<file path="src/design/s3tc_pkg.sv">
// Shared types, constants and helper functions of the S3TC block decoder.
package s3tc_pkg;

  typedef enum logic [2:0] {
    MODE_DXT1 = 3'd0,
    MODE_DXT2 = 3'd1,
    MODE_DXT3 = 3'd2,
    MODE_DXT4 = 3'd3,
    MODE_DXT5 = 3'd4
  } mode_e;

  // Configuration map: register index taken from paddr bit 2.
  localparam int unsigned PADDR_W  = 3;
  localparam logic        REG_MODE = 1'b0;

  localparam int unsigned COORD_W    = 12;
  localparam int unsigned POS_W      = 14;
  localparam int unsigned MOD_W      = 15;
  localparam int unsigned LANES      = 4;
  localparam int unsigned DIV_BITS   = 2;
  localparam int unsigned DIV_STAGES = 8 / DIV_BITS;
  localparam int unsigned LANE_DEPTH = DIV_STAGES + 1;

  typedef struct packed {
    logic [63:0]        block_lo;
    logic [63:0]        block_hi;
    logic [COORD_W-1:0] block_col;
    logic [COORD_W-1:0] block_row;
  } in_item_t;

  typedef struct packed {
    logic [31:0]      pixel0;
    logic [31:0]      pixel1;
    logic [31:0]      pixel2;
    logic [31:0]      pixel3;
    logic [POS_W-1:0] pixel_x;
    logic [POS_W-1:0] pixel_y;
    logic             last_row;
  } row_item_t;

  typedef struct packed {
    logic [7:0] r;
    logic [7:0] g;
    logic [7:0] b;
  } rgb_t;

  typedef struct packed {
    logic [7:0] a;
    logic [7:0] b;
    logic [7:0] g;
    logic [7:0] r;
  } texel_t;

  typedef struct packed {
    logic dxt1;
    logic expl;
    logic premul;
    logic three;
  } fmt_t;

  typedef struct packed {
    rgb_t [3:0]      col;
    logic [7:0][7:0] alpha;
    fmt_t            fmt;
  } pal_t;

  // Row tag that travels alongside the lanes.
  typedef struct packed {
    logic             vld;
    logic [POS_W-1:0] pixel_x;
    logic [POS_W-1:0] pixel_y;
    logic             last_row;
  } tag_t;

  // One colour channel inside the un-premultiply divider.
  typedef struct packed {
    logic [7:0] c;
    logic [7:0] rem;
    logic [7:0] nlo;
    logic [7:0] quo;
    logic       sat;
    logic       bypass;
  } chan_t;

  typedef struct packed {
    logic [7:0]      a;
    chan_t [2:0]     ch;
  } lane_st_t;

  function automatic rgb_t expand565(input logic [15:0] v);
    rgb_t t;
    t.r = {v[15:11], v[15:13]};
    t.g = {v[10:5], v[10:9]};
    t.b = {v[4:0], v[4:2]};
    return t;
  endfunction

  // Division by three through a reciprocal, exact for x up to 766.
  function automatic logic [7:0] div3(input logic [9:0] x);
    logic [19:0] p;
    p = x * 10'd683;
    return p[18:11];
  endfunction

  // Division by seven, exact for x up to 1788.
  function automatic logic [7:0] div7(input logic [10:0] x);
    logic [22:0] p;
    p = x * 12'd2341;
    return p[21:14];
  endfunction

  // Division by five, exact for x up to 1278.
  function automatic logic [7:0] div5(input logic [10:0] x);
    logic [22:0] p;
    p = x * 12'd3277;
    return p[21:14];
  endfunction

  // Six steps of a restoring remainder against m, most significant bit first.
  function automatic logic [COORD_W-1:0] mod_steps(input logic [COORD_W-1:0] r,
                                                  input logic [5:0] bits,
                                                  input logic [MOD_W-1:0] m);
    logic [COORD_W:0]   w;
    logic [COORD_W-1:0] acc;
    acc = r;
    for (int i = 5; i >= 0; i--) begin
      w = {acc, bits[i]};
      if ({2'b00, w} >= m) begin
        w = w - m[COORD_W:0];
      end
      acc = w[COORD_W-1:0];
    end
    return acc;
  endfunction

  // One quotient bit of the long division of c*255 by alpha.
  function automatic chan_t div_step(input chan_t ch, input logic [7:0] a);
    logic [8:0] r2;
    chan_t      o;
    o     = ch;
    r2    = {ch.rem, ch.nlo[7]};
    o.nlo = {ch.nlo[6:0], 1'b0};
    if (r2 >= {1'b0, a}) begin
      o.rem = 8'(r2 - {1'b0, a});
      o.quo = {ch.quo[6:0], 1'b1};
    end else begin
      o.rem = r2[7:0];
      o.quo = {ch.quo[6:0], 1'b0};
    end
    return o;
  endfunction

endpackage

</file>
<file path="src/design/s3tc_out_if.sv">
// Row output channel: valid/ready handshake carrying one decoded texel row.
interface s3tc_out_if;
  import s3tc_pkg::*;
  logic      valid;
  logic      ready;
  row_item_t data;
  modport source (output valid, output data, input ready);
  modport sink (input valid, input data, output ready);
endinterface

</file>
<file path="src/design/s3tc_merge.sv">
// Row tag delay line and output register that packs the four lane texels.
module s3tc_merge (
  input  logic                                clk_i,
  input  logic                                rst_ni,
  input  s3tc_pkg::tag_t                      tag_i,
  input  s3tc_pkg::texel_t [s3tc_pkg::LANES-1:0] texel_i,
  output logic                                en_o,
  s3tc_out_if.source                          row_o
);
  import s3tc_pkg::*;

  tag_t [LANE_DEPTH-1:0] tag_q;
  logic                  out_vld_q;
  row_item_t             out_q, out_d;

  // The whole pipeline advances whenever the output register can move.
  assign en_o = !out_vld_q || row_o.ready;

  always_comb begin
    out_d.pixel0   = {texel_i[0].a, texel_i[0].b, texel_i[0].g, texel_i[0].r};
    out_d.pixel1   = {texel_i[1].a, texel_i[1].b, texel_i[1].g, texel_i[1].r};
    out_d.pixel2   = {texel_i[2].a, texel_i[2].b, texel_i[2].g, texel_i[2].r};
    out_d.pixel3   = {texel_i[3].a, texel_i[3].b, texel_i[3].g, texel_i[3].r};
    out_d.pixel_x  = tag_q[LANE_DEPTH-1].pixel_x;
    out_d.pixel_y  = tag_q[LANE_DEPTH-1].pixel_y;
    out_d.last_row = tag_q[LANE_DEPTH-1].last_row;
  end

  always_ff @(posedge clk_i or negedge rst_ni) begin
    if (!rst_ni) begin
      tag_q     <= '0;
      out_vld_q <= 1'b0;
    end else if (en_o) begin
      tag_q[0] <= tag_i;
      for (int k = 1; k < LANE_DEPTH; k++) begin
        tag_q[k] <= tag_q[k-1];
      end
      out_vld_q <= tag_q[LANE_DEPTH-1].vld;
    end
  end

  always_ff @(posedge clk_i) begin
    if (en_o) begin
      out_q <= out_d;
    end
  end

  assign row_o.valid = out_vld_q;
  assign row_o.data  = out_q;

  a_row_reaches_out: assert property (@(posedge clk_i) disable iff (!rst_ni)
    en_o && tag_q[LANE_DEPTH-1].vld |=> out_vld_q)
    else $error("row left the lanes but no transfer was offered");

endmodule

</file>
<file path="src/flat_wrapper.sv">
// flat-port wrapper written by rule: the top's interface ports become plain ports
module s3tc_merge_flat import s3tc_pkg::*;
  (clk_i, rst_ni, tag_i, texel_i, en_o, row_o_valid, row_o_data, row_o_ready);
  s3tc_out_if row_o_i ();
  input  logic clk_i;
  input  logic rst_ni;
  input  s3tc_pkg::tag_t tag_i;
  input  s3tc_pkg::texel_t [s3tc_pkg::LANES-1:0] texel_i;
  output logic en_o;
  output wire logic [$bits(row_o_i.valid)-1:0] row_o_valid;
  output wire logic [$bits(row_o_i.data)-1:0] row_o_data;
  input wire logic [$bits(row_o_i.ready)-1:0] row_o_ready;
  assign row_o_valid = row_o_i.valid;
  assign row_o_data = row_o_i.data;
  assign row_o_i.ready = row_o_ready;
  s3tc_merge u_core (.clk_i(clk_i), .rst_ni(rst_ni), .tag_i(tag_i), .texel_i(texel_i), .en_o(en_o), .row_o(row_o_i));
endmodule
</file>
<file path="config.mk">
export PLATFORM = sky130hd
export DESIGN_NAME = s3tc_merge_flat
export DESIGN_NICKNAME = d
export VERILOG_FILES = /design/src/design/s3tc_pkg.sv /design/src/design/s3tc_out_if.sv /design/src/design/s3tc_merge.sv /design/src/flat_wrapper.sv
export SDC_FILE = /design/constraint.sdc
export NUM_CORES = 1
export LEC_CHECK = 0
export ABC_AREA = 0
export BUFFER_PORTS_ARGS = -buffer_cell sky130_fd_sc_hd__buf_2
export CORE_UTILIZATION = 25
export CTS_CLUSTER_DIAMETER = 40
export DETAILED_ROUTE_END_ITERATION = 10
export SYNTH_ARGS = -nofsm -noshare
export SYNTH_HDL_FRONTEND = slang
export SYNTH_SLANG_ARGS = --single-unit
</file>
<file path="constraint.sdc">
create_clock -name clk_i -period 2.3 [get_ports clk_i]
set_clock_uncertainty 0.05 [all_clocks]
set_input_delay 0.23 -clock clk_i [delete_from_list [all_inputs] [get_ports clk_i]]
set_output_delay 0.23 -clock clk_i [all_outputs]
set_load 0.005 [all_outputs]
</file>
# Word-level counts from Yosys, hierarchy flattened
# Cells that the tools add are included.
classes:
  n_reduce_logical: 2
ops:
  columns: ["op", "n"]
  rows:
  - ["1-bit logical NOT", 1]
  - ["1-bit logical OR", 1]
word_totals:
  elab_cells: 30
  out_inout_bits: 159
  regBits: 308
  in_bits: 161

# Depth between registers and ports, before layout
logic_depth:
  depth_word: 2
  mapped_depth: 5

# Worst setup path after synthesis
# Ideal clock, no wire load.
synth_timing:
  path_kind: "register -> register"
  from: "register u_core.out_vld_q, in the netlist u_core.row_o.valid"
  to: "register u_core.tag_q (netlist bit u_core.out_d[10])"
  required_time_ns: 2.124
  path_stages_with_launch: 6
  setup_time_ns: 0.126
  arrival_ns: 1.925
  path_slack_ns: 0.200
  path_cell_list: "dfrtp_1 nand2b_1 buf_6 buf_6 buf_6 mux2_4"
synth_between:
  elab_chain_len: 2
synth_rtl:
  columns: ["item", "line", "rtl"]
  rows:
  - ["from (decl)", "s3tc_merge.sv:13", "logic out_vld_q;"]
  - ["from (signal assigned)", "s3tc_merge.sv:38", "out_vld_q <= tag_q[LANE_DEPTH-1].vld;"]
  - ["1-bit logical NOT", "s3tc_merge.sv:17", "assign en_o = !out_vld_q || row_o.ready;"]
  - ["1-bit logical OR", "s3tc_merge.sv:17", null]
  - ["net en_o", "flat_wrapper.sv:9", "output logic en_o;"]
  - ["to (signal, indexed assignment)", "s3tc_merge.sv:36", "tag_q[k] <= tag_q[k-1];"]
  - ["to (decl)", "s3tc_merge.sv:12", "tag_t [LANE_DEPTH-1:0] tag_q;"]
# The timed path passes the listed nets, and every way through them passes these cells.
# A chain may end at the register's enable or synchronous reset.

# Worst setup path in the final report
layout_timing:
  from: "register u_core.out_vld_q, in the netlist u_core.row_o.valid"
  to: "output en_o"
layout_between:
  elab_chain_len: 2
layout_rtl:
  columns: ["item", "line"]
  rows:
  - ["1-bit logical NOT", "s3tc_merge.sv:17"]
  - ["1-bit logical OR", "s3tc_merge.sv:17"]
  - ["to (decl)", "flat_wrapper.sv:9"]
# Every way passes these cells.

==> results list <==
- Status: complete, no violations
- Wires add up to 24100 µm.
- The final layout contains ~1200 nets.
- In the final routed layout, each cell accounts on average for ~15 µm.
- Yosys attributes the largest share of cell area to sky130_fd_sc_hd__edfxtp_1, sky130_fd_sc_hd__dfrtp_1, sky130_fd_sc_hd__mux2_4, sky130_fd_sc_hd__mux2_2, sky130_fd_sc_hd__buf_6.
- RSZ-0062 raised after global routing: no
- Portion of total power attributed to combinational logic: about a fifth
- Filler instances: between 3000 and 4000
- Critical Path Max Stage Delay: about 0.44 ns
* Proportion of synthesized area in mux cells: 18.6%
* Via count of the first global-routing pass: around 6600
- Ordered cell list for the critical path: nand2b_4 > buf_12 > buf_2
* PD cells: about 1300 mW/mm²
* Number of flip-flops and latches in the synthesized netlist: between 300 and 400
- In this run the clock root is driven by a sky130_fd_sc_hd__clkbuf_16.
* CP Class: flop to output port
- Worst vdd rail ir drop: ~0.59 mV
- Routability-driven placement finished with a final weighted congestion of 0.686.
- In this run the mean area of a mapped cell was around 22 µm².
- Max Fclk: approximately 460 MHz
- Clock-pin slew was measured on the worst setup and hold paths at roughly 0.050 ns.
* Fraction of the mapped netlist area in simple logic gates: less than 1%
- Combinational family with the most area after synthesis: multiplexers
- In the routed design, unresolved DRC markers number 0.
- Portion of the clock cycle consumed by the worst path in the final layout: between 90 and 100%
- At the later pin of the worst-skew pair, clock insertion delay measures 0.56 ns.
- Fraction of power spent switching nets: approximately a quarter
- For this design the static power due to leakage is a little over 7 nW.
- Cell internal power was estimated by the tool at between 15 and 20 mW.
* Buf/Inv on CP: 2
* Post-synthesis cell type count: 7
* Post-synthesis cell type with the largest combined area: sky130_fd_sc_hd__edfxtp_1
- After Yosys synthesis, full adders, half adders and majority gates account for 0% of the synthesized area.
- Fraction of layout instances using a drive strength above 1: between 50% and 60%
- The initial utilization of the core area, before any placement, comes to approximately a quarter.
- Sequential cells account for 42.1% of the total power.
- Area of the mapped netlist: roughly 0.011 mm²
- Measured against its own limit, the worst slew margin works out to a little under two thirds.
* Compound-cell area share of the yosys netlist: 0%
- The final-report hold violation count is 0.
- Total number of yosys warnings: 0
- Min Tclk post-route: between 2 and 2.5 ns
- The first global-routing pass estimated 36600 µm of wire.
- Entering global routing, the biggest net connects 60 pins.
- Post-route core utilization: between 30 and 40%
- Multi-input combinational cell area: around 0.0020 mm²
* Largest driver fanout on the critical path: 55
* TritonCTS clock tree: built
* Total of buffers placed on input and output ports: around 320
- In this run the count of I/O pins placed on the die edge is 320.
- All-Layer GR Usage: around 11%
- STA puts the critical path data arrival time at roughly 1.9 ns.
- Die ar.: about 0.043 mm²
- The floorplan has 75 rows.
- In this run, the number of DRC markers left after iteration 0 of detailed routing was 277.
* Post-synth top area share: around 44%
- In this design, the largest share of critical-path delay is due to buffers and inverters.
- Die Y-Extent: roughly 210 µm
- Switching power total: 5.02 mW
- The detail route stage leaves a number of antenna-violating nets equal to 0.
- Max Cap Violations: 0
- After floorplanning, the core was sized to cover 0.0419 mm².
- Kind of end point of the critical path: output port
- Synthesis produced 477 cells.
* Area added between synthesis and finish: 54.5%
- Cell with the largest stage delay on the worst path: sky130_fd_sc_hd__dfrtp_1
* Slew at the pin with the worst max-slew slack: 0.549 ns
- Setup violations remaining at the end of the flow were counted as 0.
- Sinks on Clock Net: around 310
- CTS max path bufs: 3
- Drt pass-1 iters: 4
- Clock network power share: a little under 40%
* Startpoint type of the worst setup path: flop
- Half-perimeter wire length after detailed placement: 15400 µm
* Routed vias: between 6000 and 7000
- Summing the areas of all xor and xnor instances in the mapped netlist gives 0% of the synthesized area.
- Sequential elements use around four fifths of the synthesized area.
* Final TNS setup: 0 ns
* Synth Net Count: roughly 640
- TritonCTS created 52 clock buffers.
- After detailed routing, the number of vias per cell comes to 3.90.
- Tot Pwr: 20.8 mW
* Path category of the worst min-delay check: input pin to asynchronous set/reset pin
- Measured along the x axis, the die boundary spans about 210 µm.
* CTS H-tree lvls: 2
- The worst register-to-register path begins at u_core.row_o.valid.
* Worst EP required: 2.02 ns
* Final count of pins violating max slew: 0
- Buffers added to address setup during post-CTS repair amount to 0.
- Global routing finished with a remaining overflow of 0.
- Footprint of the flip-flops and latches: around 0.0085 mm²
* Initial antenna violation count: 5
- Worst setup path startpoint: u_core.row_o.valid
## Yosys cell counts
cell type and number:
sky130_fd_sc_hd__mux2_4 78, sky130_fd_sc_hd__buf_6 10, sky130_fd_sc_hd__buf_2 7, sky130_fd_sc_hd__mux2_2 72, sky130_fd_sc_hd__dfrtp_1 151, sky130_fd_sc_hd__edfxtp_1 157, sky130_fd_sc_hd__nand2b_1 2
## registers in the layout, summed over array words and instances (netlist names)
register and count:
u_core.row_o.data 157, u_core.out_d 29, u_core.tag_q 121, u_core.row_o.valid 1
## cells by family after synthesis
logic type	count (synthesis)
multiplexers	150
AND/OR/NAND/NOR	2
buffers and inverters	17
flip-flops	308
## routing by layer
metal	track usage (%)	vias to the layer above	wire length, µm
li1	-	2870	-
met1	13.1	3030	10300
met2	17.6	242	11400
met3	4.23	60	1720
met4	4.11	4	675
met5	0	-	31
## layout by cell type, fill, tap and decap left out, types with 8 or more instances in the layout
cell	count
sky130_fd_sc_hd__buf_12	8
sky130_fd_sc_hd__buf_2	318
sky130_fd_sc_hd__bufinv_16	9
sky130_fd_sc_hd__clkbuf_1	9
sky130_fd_sc_hd__clkbuf_16	52
sky130_fd_sc_hd__dfrtp_1	151
sky130_fd_sc_hd__dlygate4sd3_1	159
sky130_fd_sc_hd__edfxtp_1	157
sky130_fd_sc_hd__mux2_2	72
sky130_fd_sc_hd__mux2_4	78
## metrics by stage
stage / hold WS, ns / setup slack, ns / area, µm² / instances
after global routing: 0.158 / 0.00868 / 16400 / 1591
after detailed placement: 0.183 / 0.553 / 13000 / 1333
after floorplan: -0.116 / 0.200 / 10600 / 477
after CTS: 0.124 / 0.000541 / 16400 / 1589
final: 0.137 / 0.129 / 16400 / 1591
after global placement: 0.179 / 0.577 / 13000 / 1333
## path summary, 6_finish.rpt
| check | end | slack, ns | cells past startpoint |
|---|---|---|---|
| min reg2reg | u_core.row_o.data[28] | 0.39 | 0 |
| max in group asynchronous | u_core.tag_q[36] | 1.34 | 3 |
| max reg2reg | u_core.tag_q[13] | 0.62 | 3 |
| max | en_o | 0.13 | 3 |
| min in group clk_i | u_core.row_o.valid | 0.20 | 3 |
| min | u_core.out_d[0] | 0.14 | 2 |
## worst reg2reg max path, cell delays in order, from the launching register on
cell and delay [ns]:
sky130_fd_sc_hd__dfrtp_1 0.44, sky130_fd_sc_hd__nand2b_4 0.32, sky130_fd_sc_hd__buf_12 0.33, sky130_fd_sc_hd__mux2_2 0.43
## power by group through the flow
stage          Clock, mW  Sequential (mW)  Combinational (mW)
3_3_place_gp           0             8.81                3.75
4_1_cts             8.24             8.77                4.07
3_5_place_dp           0             8.85                3.83
2_1_floorplan          0             8.71                2.49
5_1_grt             8.51             8.97                4.34
6_report            7.99             8.75                4.03
## area by class of cell
class                           count  share of cell area, %
Sequential cell                   308                   51.7
Antenna cell                        1                 0.0152
Clock buffer                       63                   8.29
Clock inverter                     34                   2.92
Timing Repair Buffer              493                   20.7
Tap cell                          539                   4.10
Multi-Input combinational cell    153                   12.2
## timing repair
item	4_1_cts	5_1_grt
hold endpoints to repair	238	0
resized for setup	0	0
hold buffers	159	0
setup endpoints to repair	0	1
Note: power is estimated with default switching activity, not from simulation.
