$ cat src/design/s3tc_pkg.sv
// Shared types, constants and helper functions of the S3TC block decoder.
package s3tc_pkg;

  typedef enum logic [2:0] {
    MODE_DXT1 = 3'd0,
    MODE_DXT2 = 3'd1,
    MODE_DXT3 = 3'd2,
    MODE_DXT4 = 3'd3,
    MODE_DXT5 = 3'd4
  } mode_e;

  // Configuration map: register index taken from paddr bit 2.
  localparam int unsigned PADDR_W  = 3;
  localparam logic        REG_MODE = 1'b0;

  localparam int unsigned COORD_W    = 12;
  localparam int unsigned POS_W      = 14;
  localparam int unsigned MOD_W      = 15;
  localparam int unsigned LANES      = 4;
  localparam int unsigned DIV_BITS   = 2;
  localparam int unsigned DIV_STAGES = 8 / DIV_BITS;
  localparam int unsigned LANE_DEPTH = DIV_STAGES + 1;

  typedef struct packed {
    logic [63:0]        block_lo;
    logic [63:0]        block_hi;
    logic [COORD_W-1:0] block_col;
    logic [COORD_W-1:0] block_row;
  } in_item_t;

  typedef struct packed {
    logic [31:0]      pixel0;
    logic [31:0]      pixel1;
    logic [31:0]      pixel2;
    logic [31:0]      pixel3;
    logic [POS_W-1:0] pixel_x;
    logic [POS_W-1:0] pixel_y;
    logic             last_row;
  } row_item_t;

  typedef struct packed {
    logic [7:0] r;
    logic [7:0] g;
    logic [7:0] b;
  } rgb_t;

  typedef struct packed {
    logic [7:0] a;
    logic [7:0] b;
    logic [7:0] g;
    logic [7:0] r;
  } texel_t;

  typedef struct packed {
    logic dxt1;
    logic expl;
    logic premul;
    logic three;
  } fmt_t;

  typedef struct packed {
    rgb_t [3:0]      col;
    logic [7:0][7:0] alpha;
    fmt_t            fmt;
  } pal_t;

  // Row tag that travels alongside the lanes.
  typedef struct packed {
    logic             vld;
    logic [POS_W-1:0] pixel_x;
    logic [POS_W-1:0] pixel_y;
    logic             last_row;
  } tag_t;

  // One colour channel inside the un-premultiply divider.
  typedef struct packed {
    logic [7:0] c;
    logic [7:0] rem;
    logic [7:0] nlo;
    logic [7:0] quo;
    logic       sat;
    logic       bypass;
  } chan_t;

  typedef struct packed {
    logic [7:0]      a;
    chan_t [2:0]     ch;
  } lane_st_t;

  function automatic rgb_t expand565(input logic [15:0] v);
    rgb_t t;
    t.r = {v[15:11], v[15:13]};
    t.g = {v[10:5], v[10:9]};
    t.b = {v[4:0], v[4:2]};
    return t;
  endfunction

  // Division by three through a reciprocal, exact for x up to 766.
  function automatic logic [7:0] div3(input logic [9:0] x);
    logic [19:0] p;
    p = x * 10'd683;
    return p[18:11];
  endfunction

  // Division by seven, exact for x up to 1788.
  function automatic logic [7:0] div7(input logic [10:0] x);
    logic [22:0] p;
    p = x * 12'd2341;
    return p[21:14];
  endfunction

  // Division by five, exact for x up to 1278.
  function automatic logic [7:0] div5(input logic [10:0] x);
    logic [22:0] p;
    p = x * 12'd3277;
    return p[21:14];
  endfunction

  // Six steps of a restoring remainder against m, most significant bit first.
  function automatic logic [COORD_W-1:0] mod_steps(input logic [COORD_W-1:0] r,
                                                  input logic [5:0] bits,
                                                  input logic [MOD_W-1:0] m);
    logic [COORD_W:0]   w;
    logic [COORD_W-1:0] acc;
    acc = r;
    for (int i = 5; i >= 0; i--) begin
      w = {acc, bits[i]};
      if ({2'b00, w} >= m) begin
        w = w - m[COORD_W:0];
      end
      acc = w[COORD_W-1:0];
    end
    return acc;
  endfunction

  // One quotient bit of the long division of c*255 by alpha.
  function automatic chan_t div_step(input chan_t ch, input logic [7:0] a);
    logic [8:0] r2;
    chan_t      o;
    o     = ch;
    r2    = {ch.rem, ch.nlo[7]};
    o.nlo = {ch.nlo[6:0], 1'b0};
    if (r2 >= {1'b0, a}) begin
      o.rem = 8'(r2 - {1'b0, a});
      o.quo = {ch.quo[6:0], 1'b1};
    end else begin
      o.rem = r2[7:0];
      o.quo = {ch.quo[6:0], 1'b0};
    end
    return o;
  endfunction

endpackage

$ cat src/design/s3tc_in_if.sv
// Block input channel: valid/ready handshake carrying one compressed block.
interface s3tc_in_if;
  import s3tc_pkg::*;
  logic     valid;
  logic     ready;
  in_item_t data;
  modport source (output valid, output data, input ready);
  modport sink (input valid, input data, output ready);
endinterface

$ cat src/design/s3tc_front.sv
// Block register, palette construction and row sequencer feeding the lanes.
module s3tc_front #(
  parameter int unsigned MAX_DIM_BLOCKS = 4096
) (
  input  logic                                 clk_i,
  input  logic                                 rst_ni,
  input  logic                                 en_i,
  input  logic [2:0]                           mode_i,
  s3tc_in_if.sink                              blk_i,
  output s3tc_pkg::pal_t                       pal_o,
  output logic [s3tc_pkg::LANES-1:0][1:0]      cidx_o,
  output logic [s3tc_pkg::LANES-1:0][3:0]      acode_o,
  output s3tc_pkg::tag_t                       tag_o
);
  import s3tc_pkg::*;

  localparam logic [MOD_W-1:0] MAXD = MOD_W'(MAX_DIM_BLOCKS);

  typedef struct packed {
    logic [9:0] r;
    logic [9:0] g;
    logic [9:0] b;
  } sum3_t;

  typedef struct packed {
    fmt_t               fmt;
    rgb_t               p0;
    rgb_t               p1;
    rgb_t               half;
    sum3_t              s2;
    sum3_t              s3;
    logic [31:0]        cmask;
    logic [63:0]        abits;
    logic [5:0][10:0]   asum;
    logic               alt;
    logic [COORD_W-1:0] col_part;
    logic [COORD_W-1:0] row_part;
    logic [5:0]         col_low;
    logic [5:0]         row_low;
  } held_t;

  function automatic logic [9:0] wsum(input logic [7:0] x, input logic [7:0] y);
    return {1'b0, x, 1'b0} + {2'b00, y} + 10'd1;
  endfunction

  function automatic logic [7:0] hsum(input logic [7:0] x, input logic [7:0] y);
    logic [8:0] s;
    s = {1'b0, x} + {1'b0, y};
    return s[8:1];
  endfunction

  held_t                     held_q, held_d;
  logic                      blk_vld_q;
  logic [1:0]                row_q;
  pal_t                      pal_q, pal_d;
  logic [LANES-1:0][1:0]     cidx_q, cidx_d;
  logic [LANES-1:0][3:0]     acode_q, acode_d;
  tag_t                      tag_q, tag_d;
  logic                      accept;
  logic                      done;

  assign done        = en_i && blk_vld_q && (row_q == 2'd3);
  assign blk_i.ready = !blk_vld_q || done;
  assign accept      = blk_i.valid && blk_i.ready;

  // Endpoint expansion and the weighted sums are formed as the block arrives.
  always_comb begin
    logic [63:0] cword;
    logic [7:0]  a0;
    logic [7:0]  a1;
    held_d.fmt.dxt1   = (mode_i == MODE_DXT1);
    held_d.fmt.expl   = (mode_i == MODE_DXT2) || (mode_i == MODE_DXT3);
    held_d.fmt.premul = (mode_i == MODE_DXT2) || (mode_i == MODE_DXT4);
    cword             = held_d.fmt.dxt1 ? blk_i.data.block_lo : blk_i.data.block_hi;
    held_d.fmt.three  = held_d.fmt.dxt1 && (cword[31:16] >= cword[15:0]);
    held_d.p0         = expand565(cword[15:0]);
    held_d.p1         = expand565(cword[31:16]);
    held_d.half.r     = hsum(held_d.p0.r, held_d.p1.r);
    held_d.half.g     = hsum(held_d.p0.g, held_d.p1.g);
    held_d.half.b     = hsum(held_d.p0.b, held_d.p1.b);
    held_d.s2.r       = wsum(held_d.p0.r, held_d.p1.r);
    held_d.s2.g       = wsum(held_d.p0.g, held_d.p1.g);
    held_d.s2.b       = wsum(held_d.p0.b, held_d.p1.b);
    held_d.s3.r       = wsum(held_d.p1.r, held_d.p0.r);
    held_d.s3.g       = wsum(held_d.p1.g, held_d.p0.g);
    held_d.s3.b       = wsum(held_d.p1.b, held_d.p0.b);
    held_d.cmask      = cword[63:32];
    held_d.abits      = blk_i.data.block_lo;
    a0                = blk_i.data.block_lo[7:0];
    a1                = blk_i.data.block_lo[15:8];
    held_d.alt        = (a1 < a0);
    for (int i = 1; i <= 6; i++) begin
      if (held_d.alt) begin
        held_d.asum[i-1] = 11'((7 - i) * a0 + i * a1 + 3);
      end else if (i <= 4) begin
        held_d.asum[i-1] = 11'((5 - i) * a0 + i * a1 + 3);
      end else begin
        held_d.asum[i-1] = '0;
      end
    end
    held_d.col_part = mod_steps('0, blk_i.data.block_col[11:6], MAXD);
    held_d.row_part = mod_steps('0, blk_i.data.block_row[11:6], MAXD);
    held_d.col_low  = blk_i.data.block_col[5:0];
    held_d.row_low  = blk_i.data.block_row[5:0];
  end

  // Palettes, the indices of the current row and its row tag.
  always_comb begin
    logic [7:0]  cm_row;
    logic [15:0] nib_row;
    logic [11:0] code_row;
    logic [5:0]  code_base;
    pal_d.fmt    = held_q.fmt;
    pal_d.col[0] = held_q.p0;
    pal_d.col[1] = held_q.p1;
    if (held_q.fmt.three) begin
      pal_d.col[2] = held_q.half;
      pal_d.col[3] = '0;
    end else begin
      pal_d.col[2] = '{r: div3(held_q.s2.r), g: div3(held_q.s2.g), b: div3(held_q.s2.b)};
      pal_d.col[3] = '{r: div3(held_q.s3.r), g: div3(held_q.s3.g), b: div3(held_q.s3.b)};
    end
    pal_d.alpha[0] = held_q.abits[7:0];
    pal_d.alpha[1] = held_q.abits[15:8];
    for (int i = 1; i <= 6; i++) begin
      if (held_q.alt) begin
        pal_d.alpha[i+1] = div7(held_q.asum[i-1]);
      end else if (i <= 4) begin
        pal_d.alpha[i+1] = div5(held_q.asum[i-1]);
      end else if (i == 5) begin
        pal_d.alpha[i+1] = 8'h00;
      end else begin
        pal_d.alpha[i+1] = 8'hFF;
      end
    end

    cm_row    = held_q.cmask[{row_q, 3'b000} +: 8];
    nib_row   = held_q.abits[{row_q, 4'b0000} +: 16];
    code_base = 6'd16 + {1'b0, row_q, 3'b000} + {2'b00, row_q, 2'b00};
    code_row  = held_q.abits[code_base +: 12];
    for (int l = 0; l < LANES; l++) begin
      cidx_d[l]  = cm_row[2*l +: 2];
      acode_d[l] = held_q.fmt.expl ? nib_row[4*l +: 4] : {1'b0, code_row[3*l +: 3]};
    end

    tag_d.vld      = blk_vld_q;
    tag_d.pixel_x  = {mod_steps(held_q.col_part, held_q.col_low, MAXD), 2'b00};
    tag_d.pixel_y  = {mod_steps(held_q.row_part, held_q.row_low, MAXD), row_q};
    tag_d.last_row = (row_q == 2'd3);
  end

  always_ff @(posedge clk_i or negedge rst_ni) begin
    if (!rst_ni) begin
      blk_vld_q <= 1'b0;
      row_q     <= 2'd0;
      tag_q     <= '0;
    end else begin
      if (accept) begin
        blk_vld_q <= 1'b1;
      end else if (done) begin
        blk_vld_q <= 1'b0;
      end
      // The counter wraps back to the top row as the fourth row leaves.
      if (en_i && blk_vld_q) begin
        row_q <= row_q + 2'd1;
      end
      if (en_i) begin
        tag_q <= tag_d;
      end
    end
  end

  always_ff @(posedge clk_i) begin
    if (accept) begin
      held_q <= held_d;
    end
    if (en_i) begin
      pal_q   <= pal_d;
      cidx_q  <= cidx_d;
      acode_q <= acode_d;
    end
  end

  assign pal_o   = pal_q;
  assign cidx_o  = cidx_q;
  assign acode_o = acode_q;
  assign tag_o   = tag_q;

  a_idle_top_row: assert property (@(posedge clk_i) disable iff (!rst_ni)
    !blk_vld_q |-> row_q == 2'd0)
    else $error("row counter moved without a block held");

  a_accept_starts: assert property (@(posedge clk_i) disable iff (!rst_ni)
    blk_i.valid && blk_i.ready |=> blk_vld_q && row_q == 2'd0)
    else $error("accepted block does not start at the top row");

  a_done_last: assert property (@(posedge clk_i) disable iff (!rst_ni)
    done |=> tag_q.vld && tag_q.last_row)
    else $error("final row of a block not tagged as last");

endmodule

$ cat src/flat_wrapper.sv
// flat-port wrapper written by rule: the top's interface ports become plain ports
module s3tc_front_flat import s3tc_pkg::*;
#(
  parameter int unsigned MAX_DIM_BLOCKS = 4096
)
  (clk_i, rst_ni, en_i, mode_i, pal_o, cidx_o, acode_o, tag_o, blk_i_valid, blk_i_data, blk_i_ready);
  s3tc_in_if blk_i_i ();
  input  logic clk_i;
  input  logic rst_ni;
  input  logic en_i;
  input  logic [2:0] mode_i;
  output s3tc_pkg::pal_t pal_o;
  output logic [s3tc_pkg::LANES-1:0][1:0] cidx_o;
  output logic [s3tc_pkg::LANES-1:0][3:0] acode_o;
  output s3tc_pkg::tag_t tag_o;
  input wire logic [$bits(blk_i_i.valid)-1:0] blk_i_valid;
  input wire logic [$bits(blk_i_i.data)-1:0] blk_i_data;
  output wire logic [$bits(blk_i_i.ready)-1:0] blk_i_ready;
  assign blk_i_i.valid = blk_i_valid;
  assign blk_i_i.data = blk_i_data;
  assign blk_i_ready = blk_i_i.ready;
  s3tc_front #(.MAX_DIM_BLOCKS(MAX_DIM_BLOCKS)) u_core (.clk_i(clk_i), .rst_ni(rst_ni), .en_i(en_i), .mode_i(mode_i), .blk_i(blk_i_i), .pal_o(pal_o), .cidx_o(cidx_o), .acode_o(acode_o), .tag_o(tag_o));
endmodule
$ cat config.mk
export PLATFORM = sky130hd
export DESIGN_NAME = s3tc_front_flat
export DESIGN_NICKNAME = d
export VERILOG_FILES = /design/src/design/s3tc_pkg.sv /design/src/design/s3tc_in_if.sv /design/src/design/s3tc_front.sv /design/src/flat_wrapper.sv
export SDC_FILE = /design/constraint.sdc
export NUM_CORES = 2
export LEC_CHECK = 0
export ABC_AREA = 1
export BUFFER_PORTS_ARGS = -buffer_cell sky130_fd_sc_hd__buf_4
export CAP_MARGIN = 20
export CORE_ASPECT_RATIO = 2
export CORE_UTILIZATION = 25
export DETAILED_ROUTE_END_ITERATION = 10
export GPL_TIMING_DRIVEN = 0
export PLACE_DENSITY = 0.4
export SYNTH_ARGS = -nofsm -noshare
export SYNTH_HDL_FRONTEND = slang
export SYNTH_SLANG_ARGS = --single-unit
$ cat constraint.sdc
create_clock -name clk_i -period 19.32 [get_ports clk_i]
set_input_delay 0 -clock clk_i [delete_from_list [all_inputs] [get_ports clk_i]]
set_output_delay 0 -clock clk_i [all_outputs]
set_load 0.05 [all_outputs]
-- Yosys cells after proc, flatten, opt, wreduce, memory -nomap -nowiden
Cells that the tools add are included.
- ROM bits: 0
- latch bits: 0
- word-level logic and storage cells: 205
- bits in writable memories: 0
- memories: 0
- register bits after elaboration: 542
- $mul: 22
- bitwise operators: 0
- divide/modulo/power cells: 0
- reduce and logical (&&, ||, !) cells: 10
- $add $sub $neg: 50
- muxes and demuxes: 28
- shifts and indexed selects: 3
- equal/unequal tests: 4
- magnitude comparators: 14
- operators by type and width (operator ; count):
    multiplier 11 x 12 -> 22 bit (second input constant) ; 10
    two-way mux 12 bit ; 12
    >= comparator 13 bit (second input constant) ; 10
    subtractor 12 x 1 -> 12 bit (second input constant) ; 10
    multiplier 10 x 10 -> 19 bit (second input constant) ; 6
    adder 11 x 2 -> 11 bit (second input constant) ; 10
    two-way mux 64 bit ; 1
    indexed part select 64 x 7 -> 12 bit ; 1
    indexed part select 64 x 7 -> 16 bit ; 1
    adder 10 x 1 -> 10 bit (second input constant) ; 6
    adder 9 x 8 -> 10 bit ; 6
    two-way mux 11 bit ; 4
    multiplier 2 x 8 -> 10 bit (first input constant) ; 4
    two-way mux 8 bit ; 4
    indexed part select 32 x 6 -> 8 bit ; 1
    adder 8 x 8 -> 9 bit ; 3
    >= comparator 7 x 13 -> 1 bit (second input constant) ; 2
    two-way mux 24 bit ; 1
    adder 10 x 10 -> 11 bit ; 2
    multiplier 3 x 8 -> 11 bit (first input constant) ; 2
    >= comparator 16 bit ; 1
    subtractor 7 x 1 -> 8 bit (second input constant) ; 2
    two-way mux 3 bit ; 4
    adder 10 x 8 -> 11 bit ; 1
    other kinds (20) ; 27

-- Logic depth before layout (Yosys ltp)
- depth after elaboration: 12
- depth in mapped cells: 23
- gate-level depth less buffers: 23

-- Worst setup path before layout
No wires, ideal clock.
- kind: register -> register
- start point: register u_core.row_q[0]
- end point: register u_core.held_q[0] (netlist name), enable pin
- stages on the path, launching flop included: 4
- data required time: 18.246 ns
- library setup time: 1.074 ns
- arrival: 15.322 ns
- setup slack: 2.923 ns
- path through: dfrtp_1 -> ha_1 -> nand2_1 -> a21oi_1
- RTL lines (what ; RTL line ; text):
    from (decl) ; s3tc_front.sv:54 ; logic [1:0] row_q;
    from (signal assigned) ; s3tc_front.sv:165 ; row_q <= row_q + 2'd1;
    to (signal assigned) ; s3tc_front.sv:175 ; held_q <= held_d;
    to (decl) ; s3tc_front.sv:52 ; held_t held_q, held_d;

==> run metrics <==
GRT Resource Usage Total=0.1833; number of enable flip-flop cells after synthesis=478; initial antenna violation count=11; die extent in y=692.0 µm; number of buffers between clock root and the deepest sink=3; area of the core region=0.2371 mm²; maximum net fanout on the critical path=9; share of layout cells above drive strength 1=0.08004; Period minus WS final=5.544 ns; clock root buffer=clkbuf_16; DR iter-0 viols=1946; fraction of registers with async set or reset after synthesis=0.06090; vias after detailed routing=49260; via count of the first global-routing pass=52600; CTS H-tree depth=2; portion of synthesized cell area occupied by the leading cell type=0.2498; Worst Path Required=19.72 ns; total of fill cells in the finished design=25210; Yosys warning count=0; wire length of the first global-routing pass=325300 µm; register area=0.01513 mm²; clock buffers created by TritonCTS=59; status=finished, final reports clean; starting density of the core=0.2510; Std-Cell Rows=253; pin count of the biggest net entering global routing=60; die width=347 µm; per-cell via count in the routed design=4.577; peak clock frequency supported by timing=180.4 MHz; count of max-cap constraint violations=0; crit path launch type=register; Setup CP Type=register to register; average size of a mapped cell=8.526 µm²; final setup violating endpoints=0; overflow left after global routing=0; count of distinct cell types in the synthesized netlist=58; worst clock skew=0.05071 ns; full die area=0.2401 mm²; clock transition at the register clock pins on the worst setup and hold paths after CTS=0.07 ns; Routed WL=222200 µm; I/O pins=378; Final GP Congestion=0.9340; RSZ-0062 raised after global routing=no; clk_lat worst skew=0.73 ns; port bufs=375; number of hold-slack violations in the final timing report=0; number of nets in the layout=9356; commonest cells after routing, fill and taps aside=nand2_1, inv_1, ha_1; max-slew headroom at the worst pin=0.2566; area used by multi-input combinational logic=0.03892 mm²; share of the cycle needed by the critical path after routing=0.2870; DRC Markers=0; largest cells by area after synthesis=ha_1, edfxtp_1, fa_1, nand2_1, inv_1; post-detailed-route wirelength per cell=20.64 µm; half-perimeter wire length of the detailed placement result=189000 µm; Worst Max-Slew Pin Slew=1.103 ns; most area-hungry cell type in the Yosys netlist=ha_1; Setup TNS Final=0 ns; share of the yosys chip area belonging to registers=0.2542; first-pass detailed-route iteration total=5; most common cell after layout, fill and taps aside=nand2_1; synthesized instance count=6980; count of final max-slew check failures=0; clock sinks=509; Worst EP arrival=5.95 ns; clock tree from TritonCTS=done; Syn Std Cell Area=0.05951 mm²; top_reg_cell synth=edfxtp_1; remaining number of nets flagged by the antenna check after routing=0; kind of path behind the tightest hold check=input port to register; flip-flop and latch count after synthesis=509; crit path capture type=register; number of resized instances in the post-cts repair step=0; synthesis-to-layout area growth=18.84%
-- state kept, by name (all words and copies together) (netlist names) --
name and flops:
u_core.tag_o 28, u_core.acode_o 16, u_core.cidx_o 8, u_core.pal_o 148, u_core.blk_vld_q 1, u_core.row_q 2
u_core.held_q 306
-- synthesized netlist by cell type (all sizes together) (12+ instances only) --
master / count
dfrtp: 31
ha: 1188
nand3: 373
a21o: 36
o21a: 18
a31oi: 22
edfxtp: 478
nand4: 42
fa: 363
nor3: 75
xor2: 118
o21ai: 282
o211ai: 20
a21oi: 416
inv: 1307
o21bai: 63
buf: 61
nand3b: 30
nor2: 369
and2: 13
nand2: 1469
a21boi: 15
or2: 20
a211oi: 12
clkbuf: 42
xnor2: 62
-- critical path, cell delays in order (launching register included) --
cell and delay, ns:
edfxtp_1 0.73, inv_1 0.10, ha_1 0.35, fa_1 0.55
inv_1 0.08, fa_1 0.51, inv_1 0.07, fa_1 0.50
fa_1 0.54, inv_1 0.04, ha_1 0.34, a21oi_1 0.26
o21ai_0 0.16, a21oi_1 0.14, nand2_1 0.08, o21ai_0 0.60
nand2_1 0.17
-- routing by layer --
layer	wire length, µm	share of wire	vias to the layer above	GRT usage
li1	-	-	24340	-
met5	42	0.00019	-	0
met4	12110	0.055	6	0.09086
met3	6158	0.028	370	0.01610
met2	126400	0.57	1000	0.3776
met1	77440	0.35	23550	0.1763
-- layout make-up --
type	count	share of cell area
antenna	8	0.0002831
buffer	103	0.007908
clock buffer	69	0.02141
clock inverter	42	0.006581
inverter	1310	0.06956
multi-input combinational	5059	0.5504
sequential	509	0.2139
tap	3060	0.05414
timing repair buffer	604	0.07582
-- kinds of logic (layout without fill, tap and decap cells) --
kind of cell / Yosys count / after routing / share of synthesized area
other cells: 1 / 10 / 0.00006301
xor+xnor: 180 / 180 / 0.02662
fa+ha+maj: 1551 / 1551 / 0.3719
buf+inv: 1413 / 2128 / 0.09196
simple gates: 2409 / 2409 / 0.1686
flops: 509 / 509 / 0.2542
compound gates: 917 / 917 / 0.08670
-- worst paths after layout --
check                                endpoint  cells after the start  slack (ns)          startpoint
max                          u_core.pal_o[21]                     16       13.78   u_core.held_q[46]
min                        u_core.held_q[138]                      2        0.07     blk_i_data[123]
max reg2reg                  u_core.pal_o[21]                     16       13.78   u_core.held_q[46]
min reg2reg                  u_core.pal_o[80]                      0        0.41  u_core.held_q[319]
max in group asynchronous    u_core.tag_o[20]                      4       18.76              rst_ni
min in group asynchronous     u_core.tag_o[2]                      4        0.33              rst_ni
-- through the flow --
step / util / worst slack (ns) / std cells / hold slack, ns / cell area (µm²)
after floorplan: - / 2.923 / 6981 / -0.2956 / 59520
after global placement: 0.2790 / -8.744 / 10420 / 0.01535 / 66160
after detailed placement: 0.2810 / 13.81 / 10440 / 0.02406 / 66620
after CTS: 0.2982 / 13.78 / 10760 / 0.001872 / 70700
after global routing: 0.2982 / 13.54 / 10760 / 0.02212 / 70710
final: 0.2983 / 13.78 / 10760 / 0.07359 / 70720
-- repair_timing --
| action | 4_1_cts | 5_1_grt |
|---|---|---|
| setup buffers | 0 | 0 |
| endpoints found under the hold margin | 296 | 0 |
| hold buffers | 209 | 0 |
Power is left out: the tool's default activity adds up to more than one toggle a clock period on the data nets, which glitch-free logic cannot reach.
